--- config.mk ---
export PLATFORM = sky130hd
export DESIGN_NAME = framed_text_message_parser
export DESIGN_NICKNAME = d
export VERILOG_FILES = /design/src/ftmp_pkg.sv /design/src/ftmp_front.sv /design/src/ftmp_queue.sv /design/src/ftmp_back.sv /design/src/framed_text_message_parser.sv
export SDC_FILE = /design/constraint.sdc
export NUM_CORES = 1
export LEC_CHECK = 0
export BUFFER_PORTS_ARGS = -buffer_cell sky130_fd_sc_hd__clkbuf_2
export CORE_ASPECT_RATIO = 0.8
export CORE_MARGIN = 2
export CORE_UTILIZATION = 35
export DETAILED_ROUTE_END_ITERATION = 7
export MAX_ROUTING_LAYER = met4
export PLACE_DENSITY_LB_ADDON = 0.1
export SYNTH_ARGS = -nofsm -noshare
export SYNTH_HDL_FRONTEND = slang
export SYNTH_HIERARCHICAL = 1
export SYNTH_SLANG_ARGS = --single-unit
--- constraint.sdc ---
create_clock -name clock -period 8.2 [get_ports clock]
set_clock_uncertainty 0.15 [all_clocks]
set_input_delay 1.23 -clock clock [delete_from_list [all_inputs] [get_ports clock]]
set_output_delay 1.23 -clock clock [all_outputs]
set_load 0.02 [all_outputs]
--- src/ftmp_pkg.sv ---
// Shared types, constants and lookup functions for the framed text message parser.
// No dependencies; every other file of the block imports this package.
package ftmp_pkg;

   localparam int unsigned NUM_KEYWORDS = 9;
   localparam int unsigned KW_CHARS     = 13;

   localparam logic [2:0] PREFIX_LEN      = 3'd7;
   localparam logic [7:0] FIELD_SEP       = 8'h7C;
   localparam logic [1:0] MAX_FIELD_INDEX = 2'd3;

   localparam logic [1:0] FIELD_TYPE    = 2'd0;
   localparam logic [1:0] FIELD_SESSION = 2'd1;
   localparam logic [1:0] FIELD_ROLE    = 2'd2;

   localparam logic       KIND_CONTENT = 1'b0;
   localparam logic       KIND_SUMMARY = 1'b1;

   localparam logic [1:0] TAG_SESSION = 2'd0;
   localparam logic [1:0] TAG_ROLE    = 2'd1;
   localparam logic [1:0] TAG_PAYLOAD = 2'd2;

   localparam logic [3:0] TYPE_UNKNOWN    = 4'd0;
   localparam logic [3:0] TYPE_PLAIN_TEXT = 4'd1;

   // Keyword text, right-aligned in the vector; first character is the most significant.
   localparam logic [8*KW_CHARS-1:0] KW_TEXT [NUM_KEYWORDS] = '{
      104'h6173725F74657874,
      104'h7074745F646F776E,
      104'h7074745F7570,
      104'h7474735F74657874,
      104'h7474735F656E64,
      104'h7474735F696E74657272757074,
      104'h706C61795F656E64,
      104'h6C6C6D5F61636B,
      104'h6C6C6D5F61626F7274
   };
   localparam logic [3:0] KW_LEN [NUM_KEYWORDS] = '{
      4'd8, 4'd8, 4'd6, 4'd8, 4'd7, 4'd13, 4'd8, 4'd7, 4'd9
   };

   typedef struct packed {
      logic [7:0] data_byte;
      logic       end_of_message;
   } req_type;

   typedef struct packed {
      logic       kind;
      logic [7:0] out_byte;
      logic [1:0] field_tag;
      logic [3:0] message_type;
      logic       framed;
      logic       session_default;
      logic       role_default;
      logic       last_of_run;
   } rsp_type;

   // One classified input beat: a prefix replay, an optional byte and an optional summary.
   typedef struct packed {
      logic [2:0] replay_count;
      logic       byte_valid;
      logic [7:0] byte_value;
      logic [1:0] byte_tag;
      logic [3:0] byte_type;
      logic       byte_framed;
      logic       sum_valid;
      logic [3:0] sum_type;
      logic       sum_framed;
      logic       sum_session_default;
      logic       sum_role_default;
   } cmd_type;

   // Frame prefix characters, in order.
   function automatic logic [7:0] prefix_char(logic [2:0] pos);
      logic [7:0] c;
      case (pos)
         3'd0:    c = 8'h43;
         3'd1:    c = 8'h41;
         3'd2:    c = 8'h42;
         3'd3:    c = 8'h49;
         3'd4:    c = 8'h4E;
         3'd5:    c = 8'h31;
         3'd6:    c = FIELD_SEP;
         default: c = 8'h00;
      endcase
      return c;
   endfunction

   function automatic logic [7:0] kw_char(int unsigned k, logic [3:0] pos);
      logic [8*KW_CHARS-1:0] text;
      logic [3:0]            len;
      int                    base;
      text = KW_TEXT[k];
      len  = KW_LEN[k];
      base = 8 * (int'(len) - 1 - int'(pos));
      if (pos < len) begin
         return text[base +: 8];
      end
      return 8'h00;
   endfunction

endpackage

--- src/ftmp_front.sv ---
// Front end: accepts message bytes, tracks prefix, field and keyword state,
// and issues one command per beat that causes results. Uses ftmp_pkg.
module ftmp_front (
   input  logic              clock,
   input  logic              reset,
   input  logic              accept,
   input  ftmp_pkg::req_type req,
   output logic              cmd_push,
   output ftmp_pkg::cmd_type cmd
);
   import ftmp_pkg::*;

   typedef enum logic [1:0] {
      PH_PREFIX,
      PH_BODY,
      PH_RAW
   } phase_type;

   phase_type  phase_ff, phase_in;
   logic [2:0] prefix_pos_ff, prefix_pos_in;
   logic [1:0] field_ff, field_in;
   logic [3:0] name_pos_ff, name_pos_in;
   logic [NUM_KEYWORDS-1:0] hits_ff, hits_in;
   logic [3:0] type_ff, type_in;
   logic       session_seen_ff, session_seen_in;
   logic       role_seen_ff, role_seen_in;

   logic [7:0] lower;
   logic [2:0] pos_inc;

   function automatic logic [3:0] resolve_type(logic [NUM_KEYWORDS-1:0] hits,
                                               logic [3:0] pos);
      logic [3:0] code;
      code = TYPE_UNKNOWN;
      for (int k = NUM_KEYWORDS - 1; k >= 0; k--) begin
         if (hits[k] && KW_LEN[k] == pos) begin
            code = 4'(k + 1);
         end
      end
      return code;
   endfunction

   always_comb begin
      lower = req.data_byte;
      if (req.data_byte inside {[8'h41:8'h5A]}) begin
         lower = req.data_byte + 8'd32;
      end
      pos_inc = prefix_pos_ff + 3'd1;

      phase_in        = phase_ff;
      prefix_pos_in   = prefix_pos_ff;
      field_in        = field_ff;
      name_pos_in     = name_pos_ff;
      hits_in         = hits_ff;
      type_in         = type_ff;
      session_seen_in = session_seen_ff;
      role_seen_in    = role_seen_ff;

      cmd             = '0;
      cmd.byte_value  = req.data_byte;
      cmd.byte_tag    = TAG_PAYLOAD;
      cmd.byte_type   = TYPE_PLAIN_TEXT;

      case (phase_ff)
         PH_PREFIX: begin
            if (req.data_byte == prefix_char(prefix_pos_ff)) begin
               prefix_pos_in = pos_inc;
               if (pos_inc == PREFIX_LEN) begin
                  phase_in = PH_BODY;
               end else if (req.end_of_message) begin
                  cmd.replay_count = pos_inc;
                  phase_in         = PH_RAW;
               end
            end else begin
               cmd.replay_count = prefix_pos_ff;
               cmd.byte_valid   = 1'b1;
               phase_in         = PH_RAW;
            end
         end
         PH_BODY: begin
            if (req.data_byte == FIELD_SEP && field_ff != MAX_FIELD_INDEX) begin
               if (field_ff == FIELD_TYPE) begin
                  type_in = resolve_type(hits_ff, name_pos_ff);
               end
               field_in = field_ff + 2'd1;
            end else if (field_ff == FIELD_TYPE) begin
               for (int k = 0; k < NUM_KEYWORDS; k++) begin
                  hits_in[k] = hits_ff[k] && name_pos_ff < KW_LEN[k]
                               && kw_char(k, name_pos_ff) == lower;
               end
               if (name_pos_ff != 4'd15) begin
                  name_pos_in = name_pos_ff + 4'd1;
               end
            end else begin
               cmd.byte_valid  = 1'b1;
               cmd.byte_type   = type_ff;
               cmd.byte_framed = 1'b1;
               if (field_ff == FIELD_SESSION) begin
                  session_seen_in = 1'b1;
                  cmd.byte_tag    = TAG_SESSION;
               end else if (field_ff == FIELD_ROLE) begin
                  role_seen_in = 1'b1;
                  cmd.byte_tag = TAG_ROLE;
               end
            end
         end
         default: begin
            cmd.byte_valid = 1'b1;
         end
      endcase

      if (req.end_of_message) begin
         cmd.sum_valid = 1'b1;
         if (phase_in == PH_BODY) begin
            cmd.sum_type = (field_in == FIELD_TYPE) ? resolve_type(hits_in, name_pos_in)
                                                    : type_in;
            cmd.sum_framed          = 1'b1;
            cmd.sum_session_default = !session_seen_in;
            cmd.sum_role_default    = !role_seen_in;
         end else begin
            cmd.sum_type            = TYPE_PLAIN_TEXT;
            cmd.sum_session_default = 1'b1;
            cmd.sum_role_default    = 1'b1;
         end
         // The message is over: return to the state after reset.
         phase_in        = PH_PREFIX;
         prefix_pos_in   = '0;
         field_in        = FIELD_TYPE;
         name_pos_in     = '0;
         hits_in         = '1;
         type_in         = TYPE_UNKNOWN;
         session_seen_in = 1'b0;
         role_seen_in    = 1'b0;
      end

      cmd_push = accept && (cmd.replay_count != 3'd0 || cmd.byte_valid || cmd.sum_valid);
   end

   always_ff @(posedge clock) begin
      if (reset) begin
         phase_ff        <= PH_PREFIX;
         prefix_pos_ff   <= '0;
         field_ff        <= FIELD_TYPE;
         name_pos_ff     <= '0;
         hits_ff         <= '1;
         type_ff         <= TYPE_UNKNOWN;
         session_seen_ff <= 1'b0;
         role_seen_ff    <= 1'b0;
      end else if (accept) begin
         phase_ff        <= phase_in;
         prefix_pos_ff   <= prefix_pos_in;
         field_ff        <= field_in;
         name_pos_ff     <= name_pos_in;
         hits_ff         <= hits_in;
         type_ff         <= type_in;
         session_seen_ff <= session_seen_in;
         role_seen_ff    <= role_seen_in;
      end
   end

endmodule

--- src/ftmp_queue.sv ---
// Short command queue between the front and back ends of the parser.
// Uses ftmp_pkg for the command type.
module ftmp_queue #(
   parameter int unsigned DEPTH = 2
) (
   input  logic              clock,
   input  logic              reset,
   input  logic              push,
   input  ftmp_pkg::cmd_type push_cmd,
   output logic              full,
   input  logic              pop,
   output ftmp_pkg::cmd_type head_cmd,
   output logic              empty
);
   import ftmp_pkg::*;

   localparam int unsigned PTR_W = (DEPTH > 1) ? $clog2(DEPTH) : 1;
   localparam int unsigned CNT_W = $clog2(DEPTH + 1);
   localparam logic [PTR_W-1:0] LAST_PTR = PTR_W'(DEPTH - 1);
   localparam logic [CNT_W-1:0] FULL_CNT = CNT_W'(DEPTH);

   cmd_type           entry_ff [DEPTH];
   logic [PTR_W-1:0]  wr_ptr_ff, rd_ptr_ff;
   logic [CNT_W-1:0]  count_ff;
   logic              do_push, do_pop;

   assign full     = (count_ff == FULL_CNT);
   assign empty    = (count_ff == '0);
   assign do_push  = push && !full;
   assign do_pop   = pop && !empty;
   assign head_cmd = entry_ff[rd_ptr_ff];

   always_ff @(posedge clock) begin
      if (do_push) begin
         entry_ff[wr_ptr_ff] <= push_cmd;
      end
   end

   always_ff @(posedge clock) begin
      if (reset) begin
         wr_ptr_ff <= '0;
         rd_ptr_ff <= '0;
         count_ff  <= '0;
      end else begin
         if (do_push) begin
            wr_ptr_ff <= (wr_ptr_ff == LAST_PTR) ? '0 : wr_ptr_ff + 1'b1;
         end
         if (do_pop) begin
            rd_ptr_ff <= (rd_ptr_ff == LAST_PTR) ? '0 : rd_ptr_ff + 1'b1;
         end
         if (do_push && !do_pop) begin
            count_ff <= count_ff + 1'b1;
         end else if (do_pop && !do_push) begin
            count_ff <= count_ff - 1'b1;
         end
      end
   end

endmodule

--- src/ftmp_back.sv ---
// Back end: expands each queued command into result beats, one per cycle while
// they are taken, through a registered output stage. Uses ftmp_pkg.
module ftmp_back (
   input  logic              clock,
   input  logic              reset,
   input  logic              cmd_empty,
   input  ftmp_pkg::cmd_type cmd,
   output logic              cmd_pop,
   output logic              rsp_empty,
   input  logic              rsp_pop,
   output ftmp_pkg::rsp_type rsp_payload
);
   import ftmp_pkg::*;

   logic [2:0] step_ff, step_in;
   logic       valid_ff;
   rsp_type    rsp_ff, rsp_in;
   logic       advance;
   logic       is_last;

   assign advance     = !cmd_empty && (!valid_ff || rsp_pop);
   assign rsp_empty   = !valid_ff;
   assign rsp_payload = rsp_ff;
   assign cmd_pop     = advance && is_last;

   always_comb begin
      rsp_in              = '0;
      rsp_in.kind         = KIND_CONTENT;
      rsp_in.field_tag    = TAG_PAYLOAD;
      rsp_in.message_type = TYPE_PLAIN_TEXT;
      is_last             = 1'b0;
      step_in             = step_ff + 3'd1;

      if (step_ff < cmd.replay_count) begin
         rsp_in.out_byte = prefix_char(step_ff);
         is_last = (step_in == cmd.replay_count) && !cmd.byte_valid && !cmd.sum_valid;
      end else if (step_ff == cmd.replay_count && cmd.byte_valid) begin
         rsp_in.out_byte     = cmd.byte_value;
         rsp_in.field_tag    = cmd.byte_tag;
         rsp_in.message_type = cmd.byte_type;
         rsp_in.framed       = cmd.byte_framed;
         is_last             = !cmd.sum_valid;
      end else begin
         rsp_in.kind            = KIND_SUMMARY;
         rsp_in.field_tag       = TAG_SESSION;
         rsp_in.message_type    = cmd.sum_type;
         rsp_in.framed          = cmd.sum_framed;
         rsp_in.session_default = cmd.sum_session_default;
         rsp_in.role_default    = cmd.sum_role_default;
         is_last                = 1'b1;
      end
      rsp_in.last_of_run = is_last;
      if (is_last) begin
         step_in = '0;
      end
   end

   always_ff @(posedge clock) begin
      if (reset) begin
         step_ff  <= '0;
         valid_ff <= 1'b0;
      end else begin
         if (advance) begin
            step_ff  <= step_in;
            valid_ff <= 1'b1;
         end else if (rsp_pop) begin
            valid_ff <= 1'b0;
         end
      end
   end

   always_ff @(posedge clock) begin
      if (advance) begin
         rsp_ff <= rsp_in;
      end
   end

endmodule

--- src/framed_text_message_parser.sv ---
// Framed text message parser. Message bytes enter one per beat; the front end
// classifies each byte in the cycle it is accepted and queues a command, and the
// back end turns each command into result beats through an output register, one per
// cycle while taken. Most bytes cause at most one result, so the block sustains one
// byte per cycle; a failed or truncated frame prefix replays up to six held bytes,
// and the final byte adds a summary beat, so such a byte yields up to eight result
// beats. The command queue (QUEUE_DEPTH entries) lets the input keep flowing while
// those bursts drain. There is no configuration and no clearing pass after reset.
module framed_text_message_parser #(
   parameter int unsigned QUEUE_DEPTH = 2
) (
   input  logic              clock,
   input  logic              reset,
   input  logic              req_push,
   output logic              req_full,
   input  ftmp_pkg::req_type req_payload,
   output logic              rsp_empty,
   input  logic              rsp_pop,
   output ftmp_pkg::rsp_type rsp_payload
);
   import ftmp_pkg::*;

   cmd_type front_cmd, head_cmd;
   logic    front_push, queue_empty, back_pop, accept;

   assign accept = req_push && !req_full;

   ftmp_front u_front (
      .clock    (clock),
      .reset    (reset),
      .accept   (accept),
      .req      (req_payload),
      .cmd_push (front_push),
      .cmd      (front_cmd)
   );

   ftmp_queue #(
      .DEPTH (QUEUE_DEPTH)
   ) u_queue (
      .clock    (clock),
      .reset    (reset),
      .push     (front_push),
      .push_cmd (front_cmd),
      .full     (req_full),
      .pop      (back_pop),
      .head_cmd (head_cmd),
      .empty    (queue_empty)
   );

   ftmp_back u_back (
      .clock       (clock),
      .reset       (reset),
      .cmd_empty   (queue_empty),
      .cmd         (head_cmd),
      .cmd_pop     (back_pop),
      .rsp_empty   (rsp_empty),
      .rsp_pop     (rsp_pop),
      .rsp_payload (rsp_payload)
   );

endmodule

==> flow_summary.json <==
{
  "synth_edf_count": 73,
  "synth-xor-area-share": 0.03354,
  "grt-busiest-layer": "met1",
  "grt_max_degree": 69,
  "postSynthCellCount": 928,
  "area_growth_pct": 6.585,
  "cap_violations": 0,
  "viasPerCell": 5.867,
  "synth_top_area_frac": 0.2708,
  "cts_made_buffers": 9,
  "synthDistinctLibCells": 92,
  "min_path_type": "register to register",
  "required_ns": 8.22,
  "timing.final.crit_share": 0.6356,
  "antenna_cells": 0,
  "gr-usage-met3": 0.04343,
  "dp_cells": 1196,
  "met1_usage": 0.3316,
  "synth.cell_area_um2": 8094,
  "final_area_um2": 8627,
  "initial_core_util": 0.3588,
  "maxSlewHeadroom": 0.2394,
  "fillers": 2306,
  "synth-async-reset-ratio": 0,
  "grt_util_met2": 0.2797,
  "grt_overflow": 0,
  "irDropWorstVdd_mv": 0.1114,
  "die-area_um2": 24370,
  "synth-warning-count": 6,
  "max_freq_ghz": 0.1919,
  "grt_pass1_wl_um": 39140,
  "synth_common_cells": "78 x nor2_1, 76 x nand2_1, 73 x edfxtp_1, 65 x a21oi_1, 60 x o21ai_0",
  "hold_depth": 2,
  "critical_path.startpoint_type": "register",
  "gp_congestion": 0.9018,
  "worst_r2r_path_depth": 12,
  "synthMuxAreaShare": 0.04838,
  "grt_use_total": 0.2131,
  "outcome": "finished, final reports clean",
  "antenna_found_initial": 0,
  "synth_area_leaders": "edfxtp_1 27%, dfxtp_1 8.7%, ha_1 4.2%, mux2_2 4.0%, a21oi_1 4.0%",
  "crit_top_cell": "o21ai_0",
  "syn_nets": 968,
  "critical-path-max-stage-delay_ns": 1.11,
  "final_nets": 941,
  "grt_pass1_vias": 6497,
  "cts_tree": "built",
  "place_area_um2": 8334,
  "seq_area_frac_synth": 0.3574,
  "synth_fa_ha_area_frac": 0.04174,
  "clkLatencyLatePin_ns": 0.36,
  "power_mw": 1.647,
  "die_h_um": 140.0,
  "finalHoldViolCount": 0,
  "power_leakage_nw": 3.007,
  "io_pins": 34,
  "drive_gt1_frac": 0.1313,
  "crit_path_cell_trace": "buf_4 > clkinv_1 > ha_1 > nand2b_1 > a31oi_1 > a311oi_1 > xor2_1 > nor4_1 > o2111ai_1 > o21ai_0 > a21oi_1 > o21ai_0",
  "ctsLongestPathBuffers": 2,
  "cts_root_buf": "clkbuf_16",
  "drtIter0Drc": 737,
  "cts_resized": 0,
  "drc": 0,
  "synth_compound_area_frac": 0.2408,
  "setup_tns_ns": 0,
  "post-place-ws_ns": 3.144,
  "fin_util": 0.3824,
  "syn_area_per_cell_um2": 8.722,
  "die_w_um": 174.0,
  "critPathKind": "register to register",
  "synth_flop_cell": "edfxtp_1",
  "coreArea_um2": 22560,
  "layout.cells.non_filler": 1212,
  "cp-end-kind": "register",
  "setup_viol": 0,
  "antenna_left": 0,
  "cts_hold_buf": 0,
  "finalWorstSetupSlack_ns": 2.988,
  "synthSimpleGateAreaFrac": 0.2173,
  "synth_top_area_cell": "edfxtp_1",
  "routed_wl_um": 25080,
  "cpMaxStageDelayCell": "ha_1",
  "row_count": 49,
  "htreeDepth": 3,
  "report.final.slew_viol_count": 0,
  "cts.sinks": 108,
  "vias": 7111,
  "clk_pin_slew_ns": 0.07,
  "holdWs_ns": 0.3453,
  "cp.arrival_ns": 5.23,
  "synth_seq_cells": 108,
  "dpl.hpwl_um": 17850,
  "drt-wirelength-per-cell_um": 20.69,
  "worstMarginPinSlew_ns": 1.140,
  "cts_setup_buffers": 0,
  "grt_setup_unrepaired": "no",
  "synth_most_common_cell": "nor2_1",
  "min_period_ns": 5.212,
  "power_density_nw_per_um2": 190.9,
  "synth_top_family_by_area": "compound AO/OA/AOI/OAI gates",
  "crit_fanout": 33,
  "first_pass_iters": 5,
  "io_buffers": 33
}
## worst max-delay path: cells and delay by family (launching register included)
kind	cells	cell delay, ns
compound gates	6	1.55
fa+ha+maj	1	1.11
buf+inv	2	0.87
simple gates	2	0.86
flops	1	0.31
xor+xnor	1	0.12
## sequential cells by signal, indices dropped and copies added (netlist names), 2 cells and up, named ones only
register,count
u_queue/entry_ff,54
u_back/rsp_payload,19
u_front/hits_ff,9
u_front/name_pos_ff,4
u_front/type_ff,4
u_back/step_ff,3
u_front/prefix_pos_ff,3
u_front/field_ff,2
u_front/phase_ff,2
u_queue/count_ff,2
## per-layer routing
metal	vias up	routed length, um
met3	16	2100
met2	290	9829
met1	3401	12960
met5	-	0
met4	0	186
li1	3404	-
## cell usage in the layout, fill, tap and decap left out, drive strengths merged, types with 25 or more instances in the layout
cell type	instances
nor2	78
nand2	77
edfxtp	73
a21oi	66
o21ai	61
clkbuf	43
dfxtp	35
mux2	30
inv	30
nor3	28
ha	27
nand3	25
## layout make-up
type / instances / area, um^2 / share of cell area
sequential: 108 / 2897 / 0.3358
multi-input combinational: 709 / 4710 / 0.5459
inverter: 32 / 120.1 / 0.01392
clock inverter: 6 / 63.81 / 0.007397
clock buffer: 10 / 229.0 / 0.02654
tap: 306 / 382.9 / 0.04438
timing repair buffer: 41 / 225.2 / 0.02611
## kinds of logic (layout without fill, tap and decap cells)
kind of cell	after synthesis	in the layout
simple gates	335	335
compound gates	281	281
buf+inv	111	89
flops	108	108
mux	35	35
xor+xnor	31	31
fa+ha+maj	27	27
## worst paths after layout
kind	start	endpoint	slack (ns)
max	u_front/name_pos_ff[1]$_SDFFE_PP0P_	u_queue/entry_ff[0][4]$_DFFE_PP_	2.99
min	u_queue/wr_ptr_ff$_SDFFE_PP0P_	u_queue/wr_ptr_ff$_SDFFE_PP0P_	0.35
max reg2reg	u_front/name_pos_ff[1]$_SDFFE_PP0P_	u_queue/entry_ff[0][4]$_DFFE_PP_	2.99
min reg2reg	u_queue/wr_ptr_ff$_SDFFE_PP0P_	u_queue/wr_ptr_ff$_SDFFE_PP0P_	0.35
## power breakdown
group	switching (mW)	leakage, nW	internal [mW]
sequential	0.0300	0.958	0.712
combinational	0.326	1.91	0.142
clock	0.200	0.140	0.237
Note: power is estimated with default switching activity, not from simulation.
